===== config.mk =====
export PLATFORM = sky130hd
export DESIGN_NAME = fhs_front
export DESIGN_NICKNAME = d
export VERILOG_FILES = /design/src/design/fhs_pkg.sv /design/src/design/fhs_front.sv
export SDC_FILE = /design/constraint.sdc
export NUM_CORES = 1
export LEC_CHECK = 0
export ABC_AREA = 1
export BUFFER_PORTS_ARGS = -buffer_cell sky130_fd_sc_hd__buf_4
export CAP_MARGIN = 20
export CORE_ASPECT_RATIO = 1.2
export CORE_MARGIN = 5
export CORE_UTILIZATION = 30
export DETAILED_ROUTE_END_ITERATION = 8
export PLACE_DENSITY = 0.57
export SLEW_MARGIN = 40
export SYNTH_ARGS = -nofsm -noshare
export SYNTH_HDL_FRONTEND = slang
export SYNTH_SLANG_ARGS = --single-unit

===== constraint.sdc =====
create_clock -name clk -period 2.27 [get_ports clk]
set_clock_uncertainty 0.2 [all_clocks]
set_input_delay 0.454 -clock clk [delete_from_list [all_inputs] [get_ports clk]]
set_output_delay 0.454 -clock clk [all_outputs]
set_load 0.01 [all_outputs]

===== src/design/fhs_pkg.sv =====
// ---------------------------------------------------------------------------
// fhs_pkg
// Shared types and constants for the family histogram statistics block.
// ---------------------------------------------------------------------------
`timescale 1ns / 1ps
`default_nettype none
package fhs_pkg;

  localparam int DEPTH      = 1024;
  localparam int AW         = $clog2(DEPTH);
  localparam int CW         = 17;           // bin count and item total width
  localparam int DW         = 11;           // domain register width
  localparam int SW         = 33;           // square sum width
  localparam int TSW        = 34;           // total squared width
  localparam int NUMW       = TSW + 16;     // widest dividend
  localparam int QDEPTH     = 4;
  localparam int QAW        = $clog2(QDEPTH);

  localparam logic [CW-1:0] MAX_ITEMS    = CW'(65536);
  localparam logic [DW-1:0] DOMAIN_RESET = DW'(1024);
  localparam logic [DW-1:0] DEPTH_DOM    = DW'(DEPTH);

  typedef struct packed {
    logic signed [11:0] family_id;
    logic               last_item;
  } in_t;

  typedef struct packed {
    logic [10:0] families_found;
    logic [16:0] largest_family;
    logic [16:0] items_seen;
    logic [32:0] sq_sum;
    logic [16:0] largest_fraction;
    logic [16:0] mean_square_share;
    logic [26:0] effective_families;
  } out_t;

  // one queued item after classification
  typedef struct packed {
    logic          bin_en;
    logic [AW-1:0] addr;
    logic          last;
  } qent_t;

  // back part status seen by the front part
  typedef struct packed {
    logic clearing;
    logic set_done;
  } back_stat_t;

endpackage
`default_nettype wire


===== src/design/fhs_front.sv =====
// ---------------------------------------------------------------------------
// fhs_front
// Accepts identifiers, counts the set, classifies items for binning.
// ---------------------------------------------------------------------------
`timescale 1ns / 1ps
`default_nettype none
module fhs_front
  import fhs_pkg::*;
(
  input  wire logic       clk,
  input  wire logic       rst_n,
  input  wire logic       start,
  input  wire in_t        in_data,
  output logic            busy,
  input  wire logic       cfg_valid,
  output logic            cfg_ready,
  input  wire logic [10:0] cfg_data,
  input  wire back_stat_t bstat,
  input  wire logic       q_full,
  output logic            push,
  output qent_t           push_ent,
  output logic [CW-1:0]   total
);

  logic [DW-1:0] domain_r;
  logic [DW-1:0] dom_eff;
  logic [CW-1:0] total_r;
  logic          pend_r;
  logic          accept;
  logic          room;
  logic          in_range;

  assign cfg_ready = 1'b1;
  assign busy      = pend_r | q_full | bstat.clearing;
  assign accept    = start & ~busy;
  assign room      = (total_r < MAX_ITEMS);

  // clamp the domain to the histogram depth and test the identifier
  always_comb begin
    dom_eff  = (domain_r > DEPTH_DOM) ? DEPTH_DOM : domain_r;
    in_range = ~in_data.family_id[11] & (in_data.family_id[10:0] < dom_eff);
    push     = accept & (room | in_data.last_item);
    push_ent.bin_en = room & in_range;
    push_ent.addr   = in_data.family_id[AW-1:0];
    push_ent.last   = in_data.last_item;
  end

  always_ff @(posedge clk) begin
    if (!rst_n) begin
      domain_r <= DOMAIN_RESET;
      total_r  <= '0;
      pend_r   <= 1'b0;
    end else begin
      if (cfg_valid) begin
        domain_r <= cfg_data;
      end
      // drop the set on completion, count each transfer below the item limit otherwise
      if (bstat.set_done) begin
        total_r <= '0;
        pend_r  <= 1'b0;
      end else if (accept) begin
        if (room) begin
          total_r <= total_r + 1'b1;
        end
        if (in_data.last_item) begin
          pend_r <= 1'b1;
        end
      end
    end
  end

  assign total = total_r;

endmodule
`default_nettype wire


==> metrics.md, run 1 <==
| Metric | Value |
|---|---|
| Status | finished, violations left |
| Violated checks | setup timing |
| Number of CTS-inserted buffers | 5 |
| Maxcap violations | 0 |
| Adder and majority cell fraction of the synthesized area | between 7 and 8% |
| Clk root buf | clkbuf_8 |
| Number of flops mapped to enable cells by yosys | 0 |
| Number of antenna diodes | 0 |
| CP dominant cell by count | nand3_2 |
| Power share of the sequential group | between 40% and 50% |
| Final ANT Viol Nets | 0 |
| Total I/O pin count | 63 |
| Average wire per standard cell | 11.3 um |
| Worst reg2reg setup slack | between 600 and 700 ps |
| Max-slew violation total from the final report | 0 |
| Switching fraction of total power | roughly a quarter |
| Hold-critical path depth | 3 |
| Count of final hold-check violations | 0 |
| Input/output buffers | 61 |
| Area of the placeable core | between 5000 and 6000 um^2 |
| Sink Count | 29 |
| Max stage delay cell, worst path | dfxtp_2 |
| Pre-antenna DRT Iters | 4 |
| Initial antenna violation count | 0 |
| Violation count after the first detailed-routing iteration | 25 |
| Portion of netlist area occupied by mux cells | 0% |
| # H-tree levels | 2 |
| Yosys synthesis warning count | 0 |
| Crit-path cells | nor4_4 -> nand3_2 -> nand2_4 -> nand2_2 -> ha_4 -> a21oi_1 -> o21ai_1 -> nand2_1 -> nand3_2 -> a21oi_2 -> buf_4 |
| DIE HEIGHT | 94.2 um |
| DR vias/cell | 4.47 |
| Synth Instances | 261 |
| Clock-pin slew reported for the worst setup and hold paths after clock tree synthesis | 60 ps |
| Floorplan die width | 80.1 um |
| Setup bufs post-CTS | 0 |
| Mapped Nets | about 300 |
| Xor-xnor portion of the synthesized cell area | less than 1% |
| Dpl cells | a little under 400 |
| Slowest stage delay, CP | ~330 ps |
| DRC violations left | 0 |
| Final cell count without fillers | just over 400 |
| Comb power frac | 19.0% |
| Total number of vias | around 1800 |
| Placement row count | 30 |
| DIE AREA | roughly 7500 um^2 |
| Startpoint of the most critical register-to-register path | total[1] |
| # setup viols final | 1 |
| Fraction of the mapped netlist area in compound gates | between 10 and 15% |
| Final period util | 119% |
| Commonest cells after routing, fill and taps aside | 72 x buf_4, 58 x nand2_1, 47 x nor2_1, 27 x dfxtp_1, 21 x inv_1 |
| Final weighted congestion in routability-driven placement | approximately 0.77 |
| Global routing usage summed across all routing layers | 12.2% |
| Top fanout value on the critical path | 7 |
| Initial Utilization | about 31% |
| Async set-or-reset flop fraction in the synthesized netlist | 0% |
| Total congestion overflow | 0 |
| Largest vdd supply drop | around 330 uV |
| TritonCTS clock tree | done |
| Static leakage power | 1.06 nW |
| CP arrival | approximately 2000 ps |
| Detailed Place HPWL | around 3600 um |
| Pin count of the biggest net entering global routing | 14 |
| Vias in the first global route | roughly 1700 |
| Global-route wire length before repair | ~7400 um |
| Mean instance size in the synthesized netlist | between 6 and 7 um^2 |
| Peak clock frequency supported by timing | 371 MHz |
| Setup repair after global routing missed its margin | yes |
| Logic depth of the worst register-to-register path | 8 |
| Critical register-to-register path endpoint | total[14] |
| Yosys cell types | 27 |
| Total power after layout | roughly 1.2 mW |
| Clock power share | between 30% and 40% |
| Most frequent standard cell in the layout excluding fill and tap cells | buf_4 |
| Required time reported for the critical path endpoint | around 1600 ps |
| Main combinational cell family by area after synthesis | simple AND/OR/NAND/NOR gates |
| Internal | around 0.85 mW |
| Primary flip-flop cell chosen by synthesis mapping | dfxtp_1 |
| Number of synthesized register bits | 29 |
| Insertion delay of the later-clocked pin in the worst-skew pair | about 280 ps |
| Kind of start point of the critical path | flip-flop |
| Share of cells above drive strength 1 | between 30% and 40% |
| Switching power | 0.307 mW |
| Category of the critical setup timing path | reg2out |
| Seq/Total Area, Yosys | approximately 33% |
| Cell area after technology mapping | 1770 um^2 |
| Worst Setup End Kind | output pin |
| Startpoint of the most critical hold path | cfg_data[0] |
| Areal power density over the cells | between 400 and 500 nW/um^2 |
| Final WL | 4590 um |
| Path type of the worst min-delay path | in2reg |
| Simple-gate share of the synthesized area | a little over a third |
| Number of buffers between clock root and the deepest sink | 2 |
| Post-route core utilization | roughly 44% |
| Number of nets in the finished design | between 300 and 400 |
| Area Overhead vs Synth | 41.0% |
| Min Clock Period, post-route | 2690 ps |
| Min-Delay Endpoint | domain_r[0] |
| Post-route setup slack | -422 ps |
| Accumulated negative setup slack | -422 ps |
==> logic make-up (layout without fill, tap and decap cells) <==
logic type	Yosys count	count (layout)
buf+inv	39	104
xor+xnor	1	1
fa+ha+maj	11	11
flops	29	29
compound gates	40	40
other cells	1	1
simple gates	140	140
==> repair_timing <==
action / 4_1_cts / 5_1_grt
cloned: 0 / 0
hold buffers: 0 / 0
endpoints found under the setup margin: 1 / 1
resized for setup: 4 / 14
hold endpoints to repair: 0 / 0
pin swaps: 8 / 10
==> critical path: cells and delay by family, from the launching register on <==
family,cells,cell delay (ps)
AND/OR/NAND/NOR,6,770
AO/OA/AOI/OAI,3,340
flip-flops,1,330
adder cells (fa/ha/maj),1,210
buffers and inverters,1,120
==> synth_stat cells (all sizes together), types with 3 or more instances <==
master / count / area, um^2
dfxtp: 29 / 581
nor2: 54 / 235
nor3: 4 / 31.3
nand4: 7 / 58.8
o21ai: 18 / 90.1
ha: 11 / 138
nand2: 63 / 239
clkbuf: 3 / 11.3
inv: 22 / 82.6
nand3: 10 / 60.1
buf: 13 / 101
a21oi: 21 / 105
==> sequential cells by signal (all words and copies together), names as in the netlist <==
| name | count |
|---|---|
| total | 17 |
| domain_r | 11 |
| pend_r | 1 |
==> per-stage QoR <==
stage	cell area, um^2	hold slack [ps]	setup slack, ps
after floorplan	1780	265	-12.2
after global placement	2310	276	-180
after detailed placement	2310	279	-233
after CTS	2410	203	-521
after global routing	2500	213	-564
final	2500	205	-422
==> power by group through the flow <==
stage	Sequential (mW)	Clock (mW)	Combinational, mW
after floorplan	0.542	0	0.106
after global placement	0.542	0	0.199
after detailed placement	0.542	0	0.201
after CTS	0.531	0.421	0.203
after global routing	0.536	0.450	0.245
final	0.535	0.403	0.220
==> layout make-up <==
cell class	count	area, um^2
clock buffer	6	72.6
clock inverter	2	10.0
fill	634	3210
inverter	23	86.3
multi-input combinational	193	1090
sequential	29	583
tap	80	100
timing repair buffer	73	552
==> worst max path at each step <==
stage	from	end	slack [ps]	cells past startpoint
after floorplan	domain_r[2]	push_ent[11]	-10	10
after global placement	domain_r[2]	push_ent[11]	-180	11
after detailed placement	domain_r[2]	push_ent[11]	-230	11
after CTS	domain_r[5]	push_ent[11]	-520	11
after global routing	domain_r[2]	push_ent[11]	-560	11
final	domain_r[2]	push_ent[11]	-420	11
==> metal layers <==
metal | vias to the layer above | track usage [%] | wire length, um
met5 | - | 0 | 0
li1 | 963 | - | -
met2 | 47 | 21.1 | 2280
met4 | 0 | 4.23 | 34
met1 | 800 | 14.0 | 1940
met3 | 4 | 4.03 | 338
(Power assumes the default switching activity.)
==> run 2: changes to the inputs <==
==> constraint.sdc (replaced) <==
create_clock -name clk -period 2.43 [get_ports clk]
set_clock_uncertainty 0.2 [all_clocks]
set_input_delay 0.486 -clock clk [delete_from_list [all_inputs] [get_ports clk]]
set_output_delay 0.486 -clock clk [all_outputs]
set_load 0.01 [all_outputs]
==> metrics.md, run 2 (synthesis results as in run 1) <==
| Metric | Value |
|---|---|
| Worst Setup End Kind | output pin (unchanged) |
| # H-tree levels | 2 (unchanged) |
| Detailed Place HPWL | 3610 um (was 3630 um) |
| Share of cells above drive strength 1 | 33.7% (unchanged) |
| Category of the critical setup timing path | reg2out (unchanged) |
| DIE AREA | 7540 um^2 (unchanged) |
| Path type of the worst min-delay path | in2reg (unchanged) |
| Initial antenna violation count | 0 (unchanged) |
| Average wire per standard cell | 11.3 um (about the same) |
| Dpl cells | 398 (unchanged) |
| Area of the placeable core | 5710 um^2 (unchanged) |
| Final WL | 4590 um (about the same) |
| Setup repair after global routing missed its margin | yes (unchanged) |
| Most frequent standard cell in the layout excluding fill and tap cells | buf_4 (unchanged) |
| Comb power frac | 19.0% (about the same) |
| Layer carrying the most global-route usage | met2 (unchanged) |
| Pre-antenna DRT Iters | 4 (unchanged) |
| Power share of the sequential group | 46.3% (was 46.2%) |
| Violation count after the first detailed-routing iteration | 43 (was 25) |
| Min-Delay Endpoint | domain_r[0] (unchanged) |
| Max-slew violation total from the final report | 0 (unchanged) |
| Violated checks | setup timing (unchanged) |
| Accumulated negative setup slack | -321 ps (was -422 ps) |
| Areal power density over the cells | 434 nW/um^2 (was 464 nW/um^2) |
| Kind of start point of the critical path | flip-flop (unchanged) |
| Cell family contributing the most delay on the critical path | simple AND/OR/NAND/NOR gates (unchanged) |
| Worst Path Buf+Inv | 1 (unchanged) |
| Peak clock frequency supported by timing | ~360 MHz |
| Hold-critical path depth | 3 (unchanged) |
| Clk root buf | clkbuf_8 (unchanged) |
| Number of nets in the finished design | 367 (unchanged) |
| Global Route met2 Usage | 22.0% (was 21.1%) |
| Met1 track utilization from global routing | 13.4% (was 14.0%) |
| Worst reg2reg setup slack | 780 ps (was 640 ps) |
| Final period util | 113% |
| # setup viols final | 1 (unchanged) |
| Number of antenna diodes | 0 (unchanged) |
| DR vias/cell | 4.43 (was 4.47) |
| DRC violations left | 0 (unchanged) |
| Total power after layout | 1.07 mW (was 1.16 mW) |
| Startpoint of the most critical register-to-register path | total[1] (unchanged) |
| Final cell area excluding filler cells | 2470 um^2 (was 2500 um^2) |
| Status | finished, violations left (unchanged) |
| Crit-path cells | nor4_2 -> nand3_1 -> nand2_2 -> nand2_1 -> ha_1 -> nand2_2 -> nor2_2 -> nor2_1 -> nand3_1 -> a21oi_2 -> buf_4 (was nor4_4 -> nand3_2 -> nand2_4 -> nand2_2 -> ha_4 -> a21oi_1 -> o21ai_1 -> nand2_1 -> nand3_2 -> a21oi_2 -> buf_4) |
| Setup bufs post-CTS | 0 (unchanged) |
| Internal | 0.793 mW (was 0.851 mW) |
| Post-route core utilization | 43.4% (was 43.8%) |
| Input/output buffers | 61 (unchanged) |
| Commonest cells after routing, fill and taps aside | 73 x buf_4, 58 x nand2_1, 46 x nor2_1, 27 x dfxtp_1, 21 x inv_1 (was 72 x buf_4, 58 x nand2_1, 47 x nor2_1, 27 x dfxtp_1, 21 x inv_1) |
| Largest vdd supply drop | 328 uV (was 332 uV) |
| Clock-pin slew reported for the worst setup and hold paths after clock tree synthesis | 60 ps (about the same) |
| Final ANT Viol Nets | 0 (unchanged) |
| Total congestion overflow | 0 (unchanged) |
| Clock power share | 34.7% (was 34.8%) |
| Placement row count | 30 (unchanged) |
| Global-route wire length before repair | 7360 um (unchanged) |
| Vias in the first global route | 1716 (was 1696) |
| CP arrival | 2070 ps (was 2040 ps) |
| Global routing usage summed across all routing layers | 12.3% (was 12.2%) |
| Sink Count | 29 (unchanged) |
| Logic depth of the worst register-to-register path | 8 (unchanged) |
| Number of CTS-inserted buffers | 5 (unchanged) |
| # fillers | 624 (was 634) |
| Count of final hold-check violations | 0 (unchanged) |
| Static leakage power | 1.06 nW (about the same) |
| Final cell count without fillers | 406 (unchanged) |
| Required time reported for the critical path endpoint | 1740 ps (was 1620 ps) |
| DIE HEIGHT | 94.2 um (unchanged) |
| Top fanout value on the critical path | 7 (unchanged) |
| TritonCTS clock tree | done (unchanged) |
| Switching power | 0.280 mW (was 0.307 mW) |
| Insertion delay of the later-clocked pin in the worst-skew pair | 280 ps (about the same) |
| Maxcap violations | 0 (unchanged) |
| Worst slack after detailed placement | -149 ps (was -233 ps) |
| Fraction of met3 tracks used by global routing | 4.22% (was 4.03%) |
| Placement Cell Area | 2310 um^2 (about the same) |
| Final weighted congestion in routability-driven placement | 0.781 (was 0.770) |
| Post-route setup slack | -321 ps (was -422 ps) |
| Max stage delay cell, worst path | dfxtp_2 (unchanged) |
| Total I/O pin count | 63 (unchanged) |
| Pin count of the biggest net entering global routing | 14 (unchanged) |
| Min Clock Period, post-route | roughly 2800 ps |
| Critical register-to-register path endpoint | total[14] (unchanged) |
| Launch point of the worst path | domain_r[2] (unchanged) |
| Number of buffers between clock root and the deepest sink | 2 (unchanged) |
| Total number of vias | 1799 (was 1814) |
| Number of flip-flops under the largest register name | 17 (unchanged) |
| Startpoint of the most critical hold path | cfg_data[0] (unchanged) |
| Floorplan die width | 80.1 um (unchanged) |
| Slowest stage delay, CP | 320 ps (was 330 ps) |
| Switching fraction of total power | 26.1% (was 26.5%) |
| WHS | 229 ps (was 205 ps) |
| Area Overhead vs Synth | 39.8% (was 41.0%) |
| Initial Utilization | 31.0% (unchanged) |
==> run 2: cell counts in the layout (fill, tap and decap cells not counted) <==
No cell type changed its count.
==> run 2: worst reg2reg max path: stages (launching register included) <==
cell,delay (ps)
dfxtp_1,370
ha_1,250
nand3_1,160
nor2_2,230
nand3_1,100
nand2_1,70
nand2_1,40
nand2_1,50
a21oi_1,50
==> run 2: repair_timing <==
item / in CTS / in global routing
gates cloned: 0 / 0
endpoints found under the setup margin: 1 / 1
hold buffers: 0 / 0
pin swaps: 8 / 10
resized for setup: 5 / 12
==> run 2: cell type report <==
class / count / area, um^2 / area share [%]
repair buffers: 73 / 548 / 22.1
clock inverters: 2 / 10.0 / 0.404
inverters: 23 / 86.3 / 3.49
flip-flops and latches: 29 / 583 / 23.6
well taps: 80 / 100 / 4.04
multi-input cells: 193 / 1070 / 43.4
clock buffers: 6 / 72.6 / 2.93
==> run 2: power groups by stage <==
stage | Combinational [mW] | Clock, mW | Sequential (mW)
global placement | 0.184 | 0 | 0.506
detailed placement | 0.186 | 0 | 0.506
floorplan | 0.0974 | 0 | 0.506
global route | 0.226 | 0.415 | 0.499
finish | 0.204 | 0.373 | 0.497
CTS | 0.188 | 0.388 | 0.497
==> run 2: worst max-delay path by stage <==
stage,to,cells past startpoint,slack [ps]
after CTS,push_ent[11],11,-400
after global routing,push_ent[11],11,-480
final,push_ent[11],11,-320
after floorplan,push_ent[11],10,50
after global placement,push_ent[11],11,-100
after detailed placement,push_ent[11],11,-150
==> run 2: per-layer routing <==
layer | wire length [um] | vias up | part of all wire (%)
li1 | - | 960 | -
met1 | 1920 | 789 | 42
met2 | 2310 | 44 | 50
met3 | 307 | 6 | 6.7
met4 | 55 | 0 | 1.2
met5 | 0 | - | 0
==> run 3: changes to the inputs <==
--- a/config.mk
+++ b/config.mk
@@ -12,7 +12,7 @@
 export CORE_MARGIN = 5
 export CORE_UTILIZATION = 30
 export DETAILED_ROUTE_END_ITERATION = 8
-export PLACE_DENSITY = 0.57
+export PLACE_DENSITY = 0.55
 export SLEW_MARGIN = 40
 export SYNTH_ARGS = -nofsm -noshare
 export SYNTH_HDL_FRONTEND = slang
==> metrics.md, run 3 (synthesis results as in run 1) <==
| Metric | Value |
|---|---|
| Maxcap violations | 0 (unchanged) |
| Logic depth of the worst register-to-register path | 8 (unchanged) |
| Min Clock Period, post-route | 2750 ps (about the same) |
| Area Overhead vs Synth | 42.5% (was 39.8%) |
| Violated checks | setup timing (unchanged) |
| Initial Utilization | 31.0% (unchanged) |
| # H-tree levels | 2 (unchanged) |
| Switching fraction of total power | 25.4% (was 26.1%) |
| Kind of start point of the critical path | flip-flop (unchanged) |
| Clk root buf | clkbuf_8 (unchanged) |
| Detailed Place HPWL | 3660 um (was 3610 um) |
| Insertion delay of the later-clocked pin in the worst-skew pair | 280 ps (about the same) |
| Required time reported for the critical path endpoint | 1740 ps (about the same) |
| Number of flip-flops under the largest register name | 17 (unchanged) |
| Worst Setup End Kind | output pin (unchanged) |
| DIE AREA | 7540 um^2 (unchanged) |
| Areal power density over the cells | 455 nW/um^2 (was 434 nW/um^2) |
| Input/output buffers | 61 (unchanged) |
| Clock power share | 38.1% (was 34.7%) |
| Switching power | 0.291 mW (was 0.280 mW) |
| Number of antenna diodes | 0 (unchanged) |
| DIE HEIGHT | 94.2 um (unchanged) |
| Count of final hold-check violations | 0 (unchanged) |
| Floorplan die width | 80.1 um (unchanged) |
| Status | finished, violations left (unchanged) |
| Number of nets in the finished design | 367 (unchanged) |
| Largest vdd supply drop | 225 uV (was 328 uV) |
| Pre-antenna DRT Iters | 4 (unchanged) |
| Clock-pin slew reported for the worst setup and hold paths after clock tree synthesis | 60 ps (about the same) |
| Violation count after the first detailed-routing iteration | 39 (was 43) |
| Dpl cells | 397 (was 398) |
| Average wire per standard cell | 11.5 um (was 11.3 um) |
| Share of cells above drive strength 1 | 34.7% (was 33.7%) |
| Placement row count | 30 (unchanged) |
| Total I/O pin count | 63 (unchanged) |
| Post-route core utilization | 44.2% (was 43.4%) |
| Worst slack after detailed placement | -164 ps (was -149 ps) |
| Number of CTS-inserted buffers | 5 (unchanged) |
| Commonest cells after routing, fill and taps aside | 72 x buf_4, 58 x nand2_1, 47 x nor2_1, 27 x dfxtp_1, 21 x inv_1 (was 73 x buf_4, 58 x nand2_1, 46 x nor2_1, 27 x dfxtp_1, 21 x inv_1) |
| Hold-critical path depth | 3 (unchanged) |
| Area of the placeable core | 5710 um^2 (unchanged) |
| Initial antenna violation count | 0 (unchanged) |
| Final weighted congestion in routability-driven placement | 0.752 (was 0.781) |
| TritonCTS clock tree | done (unchanged) |
| # setup viols final | 1 (unchanged) |
| CP arrival | 2060 ps (was 2070 ps) |
| Internal | 0.856 mW (was 0.793 mW) |
| Setup repair after global routing missed its margin | yes (unchanged) |
| Final period util | 113% (about the same) |
| Total congestion overflow | 0 (unchanged) |
| Global-route wire length before repair | 7610 um (was 7360 um) |
| Final ANT Viol Nets | 0 (unchanged) |
| Global routing usage summed across all routing layers | 12.6% (was 12.3%) |
| Path type of the worst min-delay path | in2reg (unchanged) |
| Most frequent standard cell in the layout excluding fill and tap cells | buf_4 (unchanged) |
| Power share of the sequential group | 43.5% (was 46.3%) |
| Placement Cell Area | 2300 um^2 (was 2310 um^2) |
| Static leakage power | 1.07 nW (was 1.06 nW) |
| Final cell count without fillers | 406 (unchanged) |
| WHS | 222 ps (was 229 ps) |
| Total number of vias | 1821 (was 1799) |
| DRC violations left | 0 (unchanged) |
| Max-slew violation total from the final report | 0 (unchanged) |
| DR vias/cell | 4.49 (was 4.43) |
| Final WL | 4650 um (was 4590 um) |
| Vias in the first global route | 1766 (was 1716) |
| Category of the critical setup timing path | reg2out (unchanged) |
| Post-route setup slack | -318 ps (was -321 ps) |
| Pin count of the biggest net entering global routing | 14 (unchanged) |
| Accumulated negative setup slack | -318 ps (was -321 ps) |
| Final cell area excluding filler cells | 2520 um^2 (was 2470 um^2) |
| Top fanout value on the critical path | 7 (unchanged) |
| Comb power frac | 18.5% (was 19.0%) |
| Sink Count | 29 (unchanged) |
| Peak clock frequency supported by timing | 364 MHz (was 363 MHz) |
| Number of buffers between clock root and the deepest sink | 2 (unchanged) |
| Total power after layout | 1.15 mW (was 1.07 mW) |
==> run 3: final timing paths <==
path                      from      endpoint  slack (ps)
setup / recovery   domain_r[2]  push_ent[11]        -320
hold / removal    cfg_data[10]  domain_r[10]         220
setup reg to reg      total[1]     total[14]         770
hold reg to reg         pend_r        pend_r         290
==> run 3: area by class of cell <==
type                       count  area [um^2]
clock buffer                   7         96.3
clock inverter                 1         5.00
fill                         617         3180
inverter                      23         86.3
multi-input combinational    193         1100
sequential                    29          583
tap                           80          100
timing repair buffer          73          552
==> run 3: per-layer routing <==
| metal | global-route usage, % | up-vias | routed length (um) |
|---|---|---|---|
| met5 | 0 | - | 0 |
| met4 | 3.80 | 0 | 44 |
| met3 | 3.93 | 4 | 353 |
| met2 | 23.1 | 53 | 2300 |
| met1 | 13.7 | 799 | 1960 |
| li1 | - | 965 | - |
==> run 3: what timing repair did <==
action | 4_1_cts | 5_1_grt
pin swaps | 11 | 8
resized for setup | 6 | 16
buffers inserted | 1 | 0
hold buffers | 0 | 0
setup endpoints to repair | 1 | 1
==> run 3: power by group through the flow <==
stage	Sequential [mW]	Combinational [mW]	Clock [mW]
3_3_place_gp	0.506	0.183	0
6_report	0.499	0.212	0.437
5_1_grt	0.500	0.238	0.477
4_1_cts	0.496	0.192	0.453
2_1_floorplan	0.506	0.0974	0
3_5_place_dp	0.506	0.185	0
==> run 3: worst max-delay path, stage by stage (launching register included) <==
cell	delay, ps
dfxtp_2	330
nor4_4	280
nand3_2	130
nand2_4	120
buf_6	100
nand2_1	40
ha_1	260
nand2_1	80
o21ai_2	50
nand2_1	70
nand3_2	80
a21oi_2	110
buf_4	120
