--- config.mk ---
export PLATFORM = sky130hd
export DESIGN_NAME = fhs_queue
export DESIGN_NICKNAME = d
export VERILOG_FILES = /design/src/design/fhs_pkg.sv /design/src/design/fhs_queue.sv
export SDC_FILE = /design/constraint.sdc
export NUM_CORES = 1
export LEC_CHECK = 0
export BUFFER_PORTS_ARGS = -buffer_cell sky130_fd_sc_hd__buf_2
export CAP_MARGIN = 20
export CORE_MARGIN = 3
export CORE_UTILIZATION = 45
export DETAILED_ROUTE_END_ITERATION = 8
export GPL_ROUTABILITY_DRIVEN = 0
export SYNTH_ARGS = -nofsm -noshare
export SYNTH_HDL_FRONTEND = slang
export SYNTH_SLANG_ARGS = --single-unit
export TNS_END_PERCENT = 5
--- constraint.sdc ---
create_clock -name clk -period 4.24 [get_ports clk]
set_input_delay 0 -clock clk [delete_from_list [all_inputs] [get_ports clk]]
set_output_delay 0 -clock clk [all_outputs]
set_load 0.05 [all_outputs]
--- src/design/fhs_pkg.sv ---
// ---------------------------------------------------------------------------
// fhs_pkg
// Shared types and constants for the family histogram statistics block.
// ---------------------------------------------------------------------------
`timescale 1ns / 1ps
`default_nettype none
package fhs_pkg;

  localparam int DEPTH      = 1024;
  localparam int AW         = $clog2(DEPTH);
  localparam int CW         = 17;           // bin count and item total width
  localparam int DW         = 11;           // domain register width
  localparam int SW         = 33;           // square sum width
  localparam int TSW        = 34;           // total squared width
  localparam int NUMW       = TSW + 16;     // widest dividend
  localparam int QDEPTH     = 4;
  localparam int QAW        = $clog2(QDEPTH);

  localparam logic [CW-1:0] MAX_ITEMS    = CW'(65536);
  localparam logic [DW-1:0] DOMAIN_RESET = DW'(1024);
  localparam logic [DW-1:0] DEPTH_DOM    = DW'(DEPTH);

  typedef struct packed {
    logic signed [11:0] family_id;
    logic               last_item;
  } in_t;

  typedef struct packed {
    logic [10:0] families_found;
    logic [16:0] largest_family;
    logic [16:0] items_seen;
    logic [32:0] sq_sum;
    logic [16:0] largest_fraction;
    logic [16:0] mean_square_share;
    logic [26:0] effective_families;
  } out_t;

  // one queued item after classification
  typedef struct packed {
    logic          bin_en;
    logic [AW-1:0] addr;
    logic          last;
  } qent_t;

  // back part status seen by the front part
  typedef struct packed {
    logic clearing;
    logic set_done;
  } back_stat_t;

endpackage
`default_nettype wire

--- src/design/fhs_queue.sv ---
// ---------------------------------------------------------------------------
// fhs_queue
// Short queue of classified items between the front and back parts.
// ---------------------------------------------------------------------------
`timescale 1ns / 1ps
`default_nettype none
module fhs_queue
  import fhs_pkg::*;
(
  input  wire logic  clk,
  input  wire logic  rst_n,
  input  wire logic  push,
  input  wire qent_t push_ent,
  input  wire logic  pop,
  output qent_t      head,
  output logic       empty,
  output logic       full
);

  qent_t          q_r [QDEPTH];
  logic [QAW-1:0] wp_r, rp_r;
  logic [QAW:0]   cnt_r, cnt_nxt;

  always_comb begin
    cnt_nxt = cnt_r;
    if (push && !pop) begin
      cnt_nxt = cnt_r + 1'b1;
    end else if (pop && !push) begin
      cnt_nxt = cnt_r - 1'b1;
    end
  end

  // advance pointers
  always_ff @(posedge clk) begin
    if (!rst_n) begin
      wp_r  <= '0;
      rp_r  <= '0;
      cnt_r <= '0;
    end else begin
      if (push) begin
        wp_r <= wp_r + 1'b1;
      end
      if (pop) begin
        rp_r <= rp_r + 1'b1;
      end
      cnt_r <= cnt_nxt;
    end
  end

  always_ff @(posedge clk) begin
    if (push) begin
      q_r[wp_r] <= push_ent;
    end
  end

  assign head  = q_r[rp_r];
  assign empty = (cnt_r == '0);
  assign full  = (cnt_r == (QAW+1)'(QDEPTH));

endmodule
`default_nettype wire

==> parameters.txt, run 1 <==
Parameter                              Value

STA
  RSZ-0062 raised after global routing    no
  Final hold viol count    0
  Total setup violations reported at the end of the flow    0
  Slew at the pin with the worst max-slew slack    around 800 ps
  Min Clock Period, post-route    between 2000 and 2500 ps
  Setup Skew    3.32 ps
  Pins Over Slew Limit    0
  Sum Neg Setup Slack    0 ps
  Fmax    between 0.4 and 0.5 GHz
  Relative slew margins    0.466
  Share of the clock period used by the worst path after layout    0.476
  Final-layout worst hold slack    ~57 ps

Synthesis
  Synthesized flop and latch total    57
  Count of warnings emitted by yosys    0
  Post-synthesis sequential area ratio    0.744
  Unique masters post-synth    20
  Area of the mapped netlist    ~2200 um2
  Nets in the synthesized netlist    about 130
  Number of instances in the synthesized netlist    approximately 110
  Mean area per synthesized cell    roughly 21 um2

Clock tree
  CTS Root Cell    sky130_fd_sc_hd__clkbuf_8
  Number of sinks on the clock net    57
  H-tree levels    3
  CTS buffer count    9
  Max Buffers Root-to-Sink    2
  Clock input transition at the sequential cells of the worst setup and hold paths    60 ps
  Source-to-sink clock delay at the later pin of the worst-skew pair    just over 300 ps
  Clock tree from TritonCTS    done

Critical path
  Crit path kind    flip-flop to output pin
  Element type at the critical path start    flip-flop
  Data arrival time of the worst path    approximately 2000 ps
  Timing endpoint of the critical path    head[8]
  Worst flop-to-flop path endpoint    cnt_r[2]$_SDFFE_PN0P_
  RR Startpoint    cnt_r[0]$_SDFFE_PN0P_
  Flop-to-flop setup slack    ~2700 ps
  Critical-path maximum fanout    12
  Reg2Reg Depth    4
  Data required time at the worst endpoint    about 4200 ps
  Kind of capture point of the worst setup path    output pin

Die
  Number of placed I/O pins    30
  Placement row count    24
  Initial cell density of the core    0.484
  Y dimension of the die    around 76 um
  Placeable Area    about 4500 um2
  Horizontal die dimension    between 70 and 80 um
  Overall die area    5720 um2

Pwr
  Seq pwr share    0.523
  Static leakage    0.966 nW
  Clock network fraction of design power    0.321
  IR Drop Worst-Case VDD    0.292 mV
  Sw frac    0.263
  Net switching power of the design    about 0.00034 W
  Total design power    roughly 0.0013 W
  Design internal power    approximately 0.00094 W
  Combinational cell fraction of total power    0.156
  Power density cells    478 nW/um2

Final layout
  Leading cell types in the layout, fill and taps excluded    48 x sky130_fd_sc_hd__edfxtp_1, 29 x sky130_fd_sc_hd__buf_2, 13 x sky130_fd_sc_hd__dlygate4sd3_1
  Antenna diode count    0
  Layout net count    roughly 180
  Most common library cell in the layout ignoring fill and taps    sky130_fd_sc_hd__edfxtp_1
  Multi-input logic area    approximately 530 um2
  Sequential cell area    about 1600 um2
  Area Overhead vs Synth    22.1%
  Number of fillers in the final layout    353
  Fraction of final layout cells sized beyond drive strength 1    0.313

Global routing
  Via count of the first global-routing pass    around 1100
  GRT overflow    0
  First-pass GRT wire length    about 5300 um
  Maximum number of pins on one net before global-route repair    13
  Global Route Usage Sum    0.138
  Antenna violations before repair    0

Run status
  Run status    finished clean

Routing
  Via count normalized by instance count    around 5.1
  Number of iterations in the first detailed-routing pass    5
  Initial drt markers    43
  Number of routed nets with antenna violations    0
  Routed WL    3540 um
  Number of vias after detailed routing    around 1100
  DRC violation count after routing    0
  Wire length per cell after detailed routing    between 15 and 20 um

Worst hold path
  Class of the most critical hold timing path    input port to flip-flop

Place
  Detail Placement HPWL    2220 um
  Count of buffers inserted at the top-level ports    29

Flow run
  Max capacitance violation total    0
==> worst min path at each step <==
stage | slack (ps) | startpoint | end | cells after the start
after floorplan | 100 | push_ent[0] | q_r[0][0]$_DFFE_PP_ | 0
after global placement | 210 | push_ent[6] | q_r[0][6]$_DFFE_PP_ | 1
after detailed placement | 220 | push_ent[6] | q_r[3][6]$_DFFE_PP_ | 1
after CTS | 40 | pop | flip-flop | 3
after global routing | 70 | pop | rp_r[0]$_SDFFE_PN0P_ | 3
final | 60 | push | wp_r[1]$_SDFFE_PN0P_ | 3
==> cells in the mapped netlist (all sizes together) <==
master	instances	share of area
edfxtp	48	0.66
mux4	12	0.13
and2	9	0.026
dfxtp	9	0.083
ha	5	0.029
inv	4	0.0069
xor2	3	0.012
buf	2	0.0075
mux2i	2	0.0092
nor2b	2	0.0057
xnor2	2	0.0080
a21boi	1	0.0034
fa	1	0.0092
nand2	1	0.0017
nor3	1	0.0023
nor3b	1	0.0034
o21ai	1	0.0023
or3	1	0.0029
==> metrics by stage <==
| stage | worst slack, ps | cell area (um2) | utilization | cells |
|---|---|---|---|---|
| after CTS | 2130 | 2660 | 0.591 | 212 |
| final | 2220 | 2660 | 0.591 | 212 |
| after global placement | 2490 | 2370 | 0.527 | 184 |
| after global routing | 2040 | 2660 | 0.591 | 212 |
| after detailed placement | 2470 | 2370 | 0.527 | 184 |
| after floorplan | 2740 | 2180 | - | 105 |
==> worst max-delay path: stages, from the launching register on <==
cell and delay [ps]:
sky130_fd_sc_hd__dfxtp_1 840, sky130_fd_sc_hd__mux4_1 640, sky130_fd_sc_hd__buf_2 230
==> area by class of cell <==
type                            instances  area share
Clock buffer                           14      0.0573
Timing Repair Buffer                   42       0.103
Multi-Input combinational cell         42       0.198
Inverter                                4     0.00564
Sequential cell                        57       0.609
Clock inverter                          1     0.00188
Tap cell                               52      0.0244
==> kinds of logic (layout without fill, tap and decap cells) <==
logic type | after synthesis | in the layout | share of synthesized area
buffers and inverters | 6 | 61 | 0.0143
adder cells (fa/ha/maj) | 6 | 6 | 0.0379
AND/OR/NAND/NOR | 15 | 15 | 0.0419
multiplexers | 14 | 14 | 0.137
flip-flops | 57 | 57 | 0.744
XOR/XNOR | 5 | 5 | 0.0201
AO/OA/AOI/OAI | 2 | 2 | 0.00574
==> power by group through the flow <==
stage	clock network, W	registers, W	logic (W)
final	0.000409	0.000666	0.000199
after floorplan	0	0.000664	0.000156
after detailed placement	0	0.000679	0.000192
after global routing	0.000449	0.000670	0.000211
after CTS	0.000423	0.000667	0.000202
after global placement	0	0.000676	0.000188
==> flip-flops by register name, summed over array words and instances, names as in the netlist, named ones only <==
signal  count
rp_r        2
wp_r        2
q_r        48
cnt_r       3
==> repair_timing <==
action / 4_1_cts / 5_1_grt
hold endpoints to repair: 54 / 0
gates resized for setup: 0 / 0
hold buffers: 13 / 0
buffers inserted: 0 / 0
==> metal layers <==
layer / wire length, um / track usage / share of wire / vias to the layer above
met2: 1770 / 0.230 / 0.50 / 32
li1: - / - / - / 514
met5: 0 / 0 / 0 / -
met3: 154 / 0.0396 / 0.044 / 6
met4: 51 / 0.0816 / 0.014 / 0
met1: 1570 / 0.159 / 0.44 / 526
No activity file was read; power rests on OpenSTA's default activity.
==> inputs of run 2 (changes only) <==
ABC_AREA = 1   (was default)
PLACE_DENSITY = 0.67   (was default)
clock period = 1.8 ns   (was 4.24 ns; I/O delays follow)
==> parameters.txt, run 2 <==
Parameter                              Value

Run status
  Run status    finished clean (unchanged)

Final layout
  Fraction of final layout cells sized beyond drive strength 1    0.192 (was 0.313)
  Area Overhead vs Synth    22.2% (was 22.1%)
  Layout net count    247 (was 178)
  Most common library cell in the layout ignoring fill and taps    sky130_fd_sc_hd__edfxtp_1 (unchanged)
  Largest registers ranked by flip-flop count    q_r: 48 flops, cnt_r: 3 flops (unchanged)
  Register containing the most flip-flops in the final layout    q_r (unchanged)
  Share of the core filled with cells    0.595 (was 0.591)
  Antenna diode count    0 (unchanged)
  Leading cell types in the layout, fill and taps excluded    48 x sky130_fd_sc_hd__edfxtp_1, 29 x sky130_fd_sc_hd__nor2_1, 29 x sky130_fd_sc_hd__buf_2 (was 48 x sky130_fd_sc_hd__edfxtp_1, 29 x sky130_fd_sc_hd__buf_2, 13 x sky130_fd_sc_hd__dlygate4sd3_1)
  Number of flip-flops under the largest register name    48 (unchanged)
  Number of fillers in the final layout    396 (was 353)

Critical path
  Reg2Reg Depth    4 (unchanged)
  Crit path kind    flip-flop to output pin (unchanged)
  Kind of capture point of the worst setup path    output pin (unchanged)
  Element type at the critical path start    flip-flop (unchanged)
  Timing endpoint of the critical path    head[9] (was head[8])
  Data arrival time of the worst path    1550 ps (was 2020 ps)
  Critical-path maximum fanout    24 (was 12)
  Flop-to-flop setup slack    360 ps (was 2670 ps)
  Worst flop-to-flop path endpoint    q_r[0][11]$_DFFE_PP_ (was cnt_r[2]$_SDFFE_PN0P_)
  Data required time at the worst endpoint    1800 ps (was 4240 ps)
  RR Startpoint    wp_r[0]$_SDFFE_PN0P_ (was cnt_r[0]$_SDFFE_PN0P_)

Die
  Placeable Area    4560 um2 (was 4500 um2)
  Placement row count    24 (unchanged)
  Number of placed I/O pins    30 (unchanged)
  Y dimension of the die    76.3 um (was 75.6 um)
  Overall die area    5820 um2 (was 5720 um2)
  Horizontal die dimension    76.3 um (was 75.6 um)
  Initial cell density of the core    0.487 (was 0.484)

Routing
  Routed WL    4010 um (was 3540 um)
  Wire length per cell after detailed routing    13.6 um (was 16.7 um)
  DRC violation count after routing    0 (unchanged)
  Via count normalized by instance count    4.83 (was 5.08)
  Number of vias after detailed routing    1420 (was 1078)
  Initial drt markers    112 (was 43)
  Number of routed nets with antenna violations    0 (unchanged)
  Number of iterations in the first detailed-routing pass    4 (was 5)

Flow run
  Max capacitance violation total    0 (unchanged)

Global routing
  First-pass GRT wire length    6670 um (was 5350 um)
  Via count of the first global-routing pass    1366 (was 1145)
  Global Route Usage Sum    0.152 (was 0.138)
  GRT overflow    0 (unchanged)
  Antenna violations before repair    0 (unchanged)
  Maximum number of pins on one net before global-route repair    25 (was 13)

Pwr
  Net switching power of the design    0.000764 W (was 0.000336 W)
  Total design power    0.00288 W (was 0.00127 W)
  Clock network fraction of design power    0.314 (was 0.321)
  Sw frac    0.265 (was 0.263)
  Static leakage    1.05 nW (was 0.966 nW)
  Seq pwr share    0.532 (was 0.523)
  IR Drop Worst-Case VDD    0.464 mV (was 0.292 mV)
  Power density cells    1060 nW/um2 (was 478 nW/um2)
  Combinational cell fraction of total power    0.154 (was 0.156)
  Design internal power    0.00211 W (was 0.000938 W)

Synthesis
  Number of instances in the synthesized netlist    174 (was 105)
  Post-synthesis sequential area ratio    0.729 (was 0.744)
  EDFF count, synth    48 (unchanged)
  Commonest cells in the synthesized netlist    48 x sky130_fd_sc_hd__edfxtp_1, 29 x sky130_fd_sc_hd__nor2_1, 16 x sky130_fd_sc_hd__inv_1, 16 x sky130_fd_sc_hd__o21ai_1, 14 x sky130_fd_sc_hd__o21ai_0 (was 48 x sky130_fd_sc_hd__edfxtp_1, 10 x sky130_fd_sc_hd__mux4_2, 9 x sky130_fd_sc_hd__and2_1, 9 x sky130_fd_sc_hd__dfxtp_1, 5 x sky130_fd_sc_hd__ha_1)
  Fraction of registers with async set/reset    0 (unchanged)
  Nets in the synthesized netlist    196 (was 127)
  Mean area per synthesized cell    12.8 um2 (was 20.8 um2)
  Count of warnings emitted by yosys    0 (unchanged)
  Area of the mapped netlist    2220 um2 (was 2180 um2)
  Cell type with the highest aggregate area in the netlist    sky130_fd_sc_hd__edfxtp_1 (unchanged)
  Primary flip-flop cell chosen by synthesis mapping    sky130_fd_sc_hd__edfxtp_1 (unchanged)
  Leading cell type by number of instances after synthesis    sky130_fd_sc_hd__edfxtp_1 (unchanged)
  Area share of the largest cell type after synthesis    0.648 (was 0.661)
  Synthesized flop and latch total    57 (unchanged)
  Unique masters post-synth    18 (was 20)
  Cell types occupying the most area after synthesis    sky130_fd_sc_hd__edfxtp_1 65%, sky130_fd_sc_hd__dfxtp_1 8.1%, sky130_fd_sc_hd__nor2_1 4.9% (was sky130_fd_sc_hd__edfxtp_1 66%, sky130_fd_sc_hd__mux4_2 10%, sky130_fd_sc_hd__dfxtp_1 8.3%)

STA
  Share of the clock period used by the worst path after layout    0.862
  Sum Neg Setup Slack    0 ps (unchanged)
  Pins Over Slew Limit    0 (unchanged)
  RSZ-0062 raised after global routing    no (unchanged)
  Total setup violations reported at the end of the flow    0 (unchanged)
  Relative slew margins    0.628 (was 0.466)
  Fmax    0.644 GHz
  Setup Skew    3.44 ps (was 3.32 ps)
  Min Clock Period, post-route    about 1600 ps
  Slew at the pin with the worst max-slew slack    557 ps (was 800 ps)
  Final hold viol count    0 (unchanged)

Worst hold path
  Min-delay src    push (unchanged)
  Class of the most critical hold timing path    input port to flip-flop (unchanged)

Clock tree
  CTS Root Cell    sky130_fd_sc_hd__clkbuf_8 (unchanged)
  Number of sinks on the clock net    57 (unchanged)
  H-tree levels    3 (unchanged)
  Max Buffers Root-to-Sink    2 (unchanged)
  CTS buffer count    9 (unchanged)
  Clock tree from TritonCTS    done (unchanged)
  Buffers inserted by post-CTS timing repair    0 (unchanged)
  Clock input transition at the sequential cells of the worst setup and hold paths    60 ps (about the same)
  Source-to-sink clock delay at the later pin of the worst-skew pair    320 ps (was 310 ps)

Place
  Count of buffers inserted at the top-level ports    29 (unchanged)
  Detail Placement HPWL    2550 um (was 2220 um)
-- run 2: cell count changes in the layout (fill, tap and decap cells not counted), moves of 9 or more --
cell and delta:
sky130_fd_sc_hd__o21ai_1 +16, sky130_fd_sc_hd__nor2_1 +29, sky130_fd_sc_hd__o22ai_1 +12, sky130_fd_sc_hd__mux4_2 -10, sky130_fd_sc_hd__o21ai_0 +13, sky130_fd_sc_hd__and2_1 -9
sky130_fd_sc_hd__inv_1 +11
-- run 2: worst min path at each step --
stage / endpoint / slack, ps / cells past startpoint
6_report: wp_r[0]$_SDFFE_PN0P_ / 30 / 3
5_1_grt: wp_r[1]$_SDFFE_PN0P_ / 60 / 3
4_1_cts: wp_r[0]$_SDFFE_PN0P_ / 6 / 3
3_5_place_dp: q_r[3][2]$_DFFE_PP_ / 220 / 1
3_3_place_gp: q_r[3][2]$_DFFE_PP_ / 220 / 1
2_1_floorplan: q_r[0][0]$_DFFE_PP_ / 100 / 0
-- run 2: critical path: stages, from the launching register on --
cell	delay, ps
sky130_fd_sc_hd__dfxtp_1	330
sky130_fd_sc_hd__inv_2	310
sky130_fd_sc_hd__o21ai_0	140
sky130_fd_sc_hd__o22ai_1	150
sky130_fd_sc_hd__buf_2	300
-- run 2: cell type report --
type | instances | area [um2] | area share
sequential | 57 | 1620 | 0.597
multi-input combinational | 94 | 492 | 0.181
timing repair buffer | 46 | 308 | 0.113
clock buffer | 14 | 143 | 0.0525
tap | 65 | 81.3 | 0.0299
inverter | 17 | 67.6 | 0.0249
clock inverter | 1 | 3.75 | 0.00138
-- run 2: cells by family after synthesis --
kind of cell,after synthesis,share of synthesized area
and+or+nand+nor,42,0.0737
AOI/OAI and AO/OA,46,0.110
buffers and inverters,23,0.0501
DFF,57,0.729
adders and majority gates,6,0.0371
-- run 2: what timing repair did --
action | 4_1_cts | 5_1_grt
hold buffers | 14 | 0
endpoints found under the setup margin | 0 | 6
resized for setup | 0 | 2
endpoints found under the hold margin | 56 | 0
-- run 2: layer usage --
metal | track usage | up-vias | part of all wire
met1 | 0.191 | 658 | 0.46
met2 | 0.226 | 34 | 0.48
met3 | 0.0556 | 8 | 0.039
met4 | 0.0870 | 0 | 0.020
li1 | - | 720 | -
met5 | 0 | - | 0
-- run 2: metrics by stage --
stage	hold slack [ps]	setup slack (ps)	instances	area (um2)
after floorplan	98.9	371	174	2220
after global placement	222	346	265	2430
after detailed placement	224	328	265	2430
after CTS	6.32	65.6	294	2710
after global routing	61.3	73.0	294	2720
final	25.7	248	294	2720
-- run 2: power by group through the flow --
stage | sequential (W) | combinational (W) | clock, W
floorplan | 0.00155 | 0.000320 | 0
global placement | 0.00156 | 0.000417 | 0
detailed placement | 0.00156 | 0.000423 | 0
CTS | 0.00153 | 0.000447 | 0.000937
global route | 0.00154 | 0.000483 | 0.000995
finish | 0.00153 | 0.000442 | 0.000904
==> inputs of run 3 (changes only) <==
CAP_MARGIN = 30   (was 20)
PLACE_DENSITY = 0.72   (was 0.67)
==> parameters.txt, run 3 (synthesis gave the netlist of run 2 again) <==
Parameter                              Value

Run status
  Run status    finished clean (unchanged)

Global routing
  GRT overflow    0 (unchanged)
  Global Route Usage Sum    0.152 (about the same)
  Maximum number of pins on one net before global-route repair    25 (unchanged)
  Via count of the first global-routing pass    1416 (was 1366)
  First-pass GRT wire length    6640 um (was 6670 um)
  Antenna violations before repair    0 (unchanged)

Routing
  Routed WL    4050 um (was 4010 um)
  Number of routed nets with antenna violations    0 (unchanged)
  DRC violation count after routing    0 (unchanged)
  Wire length per cell after detailed routing    13.7 um (was 13.6 um)
  Initial drt markers    85 (was 112)
  Number of iterations in the first detailed-routing pass    4 (unchanged)
  Number of vias after detailed routing    1449 (was 1420)
  Via count normalized by instance count    4.91 (was 4.83)

Worst hold path
  Class of the most critical hold timing path    input port to flip-flop (unchanged)

Clock tree
  Max Buffers Root-to-Sink    2 (unchanged)
  Clock tree from TritonCTS    done (unchanged)
  Clock input transition at the sequential cells of the worst setup and hold paths    60 ps (about the same)
  H-tree levels    3 (unchanged)
  CTS Root Cell    sky130_fd_sc_hd__clkbuf_8 (unchanged)
  CTS buffer count    9 (unchanged)
  Number of sinks on the clock net    57 (unchanged)
  Source-to-sink clock delay at the later pin of the worst-skew pair    330 ps (was 320 ps)

STA
  Total setup violations reported at the end of the flow    0 (unchanged)
  Setup Skew    4.58 ps (was 3.44 ps)
  Share of the clock period used by the worst path after layout    0.877 (was 0.862)
  Fmax    0.634 GHz (was 0.644 GHz)
  Sum Neg Setup Slack    0 ps (unchanged)
  Pins Over Slew Limit    0 (unchanged)
  Min Clock Period, post-route    1580 ps (was 1550 ps)
  Final hold viol count    0 (unchanged)
  Slew at the pin with the worst max-slew slack    537 ps (was 557 ps)
  Final-layout worst hold slack    21.9 ps (was 25.7 ps)
  Worst setup margin    222 ps (was 248 ps)
  Relative slew margins    0.641 (was 0.628)
  RSZ-0062 raised after global routing    no (unchanged)

Die
  Number of placed I/O pins    30 (unchanged)
  Placeable Area    4560 um2 (unchanged)
  Y dimension of the die    76.3 um (unchanged)
  Overall die area    5820 um2 (unchanged)
  Placement row count    24 (unchanged)
  Horizontal die dimension    76.3 um (unchanged)
  Initial cell density of the core    0.487 (unchanged)

Final layout
  Number of flip-flops under the largest register name    48 (unchanged)
  Post-Layout Cell Count    295 (was 294)
  Area Overhead vs Synth    22.3% (was 22.2%)
  Fraction of final layout cells sized beyond drive strength 1    0.200 (was 0.192)
  Register containing the most flip-flops in the final layout    q_r (unchanged)
  Share of the core filled with cells    0.596 (was 0.595)
  Layout net count    247 (unchanged)
  Largest registers ranked by flip-flop count    q_r: 48 flops, cnt_r: 3 flops (unchanged)
  Number of fillers in the final layout    382 (was 396)
  Leading cell types in the layout, fill and taps excluded    48 x sky130_fd_sc_hd__edfxtp_1, 29 x sky130_fd_sc_hd__nor2_1, 29 x sky130_fd_sc_hd__buf_2 (unchanged)
  Antenna diode count    0 (unchanged)
  Most common library cell in the layout ignoring fill and taps    sky130_fd_sc_hd__edfxtp_1 (unchanged)

Pwr
  Clock network fraction of design power    0.322 (was 0.314)
  Power density cells    1070 nW/um2 (was 1060 nW/um2)
  Combinational cell fraction of total power    0.152 (was 0.154)
  Design internal power    0.00211 W (about the same)
  IR Drop Worst-Case VDD    0.472 mV (was 0.464 mV)
  Net switching power of the design    0.000805 W (was 0.000764 W)
  Seq pwr share    0.526 (was 0.532)
  Sw frac    0.277 (was 0.265)
  Static leakage    1.06 nW (was 1.05 nW)

Critical path
  Data required time at the worst endpoint    1800 ps (about the same)
  Crit path kind    flip-flop to output pin (unchanged)
  Data arrival time of the worst path    1580 ps (was 1550 ps)
  Critical-path maximum fanout    13 (was 24)
  Element type at the critical path start    flip-flop (unchanged)
  Kind of capture point of the worst setup path    output pin (unchanged)

Flow run
  Max capacitance violation total    0 (unchanged)

Place
  Detail Placement HPWL    2570 um (was 2550 um)
  Count of buffers inserted at the top-level ports    29 (unchanged)
  Worst Setup Slack post-DPL    409 ps (was 328 ps)
  Placed Cells    265 (unchanged)
==> run 3: cell count changes in the layout (fill, tap and decap cells not counted), sizes merged <==
cell / change
clkinv: +4
clkbuf: -3
clkinvlp: -1
inv: +1
==> run 3: worst max-delay path, cell delays in order (launching register included) <==
cell,delay (ps)
sky130_fd_sc_hd__dfxtp_1,570
sky130_fd_sc_hd__o21ai_0,200
sky130_fd_sc_hd__o22ai_1,190
sky130_fd_sc_hd__buf_2,290
==> run 3: per-layer routing <==
layer	vias to the layer above	track usage	wire length, um	part of all wire
li1	722	-	-	-
met1	673	0.183	1810	0.45
met2	42	0.232	1940	0.48
met3	12	0.0402	170	0.042
met4	0	0.114	121	0.030
met5	-	0	0	0
==> run 3: worst paths after layout <==
kind | start | endpoint | slack (ps) | cells past startpoint
setup / recovery | flip-flop | head[8] | 220 | 3
hold / removal | push | wp_r[0]$_SDFFE_PN0P_ | 20 | 3
setup reg to reg | wp_r[0]$_SDFFE_PN0P_ | q_r[0][11]$_DFFE_PP_ | 390 | 4
hold reg to reg | rp_r[1]$_SDFFE_PN0P_ | flip-flop | 460 | 1
==> run 3: layout make-up <==
type,instances,area (um2),share of cell area
flip-flops and latches,57,1620,0.596
multi-input cells,94,492,0.181
repair buffers,46,308,0.113
clock buffers,11,131,0.0483
well taps,65,81.3,0.0299
inverters,17,63.8,0.0235
clock inverters,5,22.5,0.00828
==> run 3: power by group through the flow <==
stage	Sequential (W)	Combinational [W]	Clock, W
floorplan	0.00155	0.000320	0
global placement	0.00155	0.000414	0
detailed placement	0.00156	0.000421	0
CTS	0.00153	0.000446	0.000962
global route	0.00154	0.000484	0.00102
finish	0.00153	0.000443	0.000936
==> run 3: metrics by stage <==
stage	total power (W)	instance area, um2
6_report	0.00291	2720
5_1_grt	0.00304	2720
4_1_cts	0.00294	2720
3_5_place_dp	0.00198	2430
3_3_place_gp	0.00197	2430
2_1_floorplan	0.00187	2220
==> run 3: timing repair <==
item,in CTS,in global routing
hold buffers,14,0
endpoints found under the hold margin,56,0
resized for setup,0,1
buffers inserted,0,0
endpoints found under the setup margin,0,2
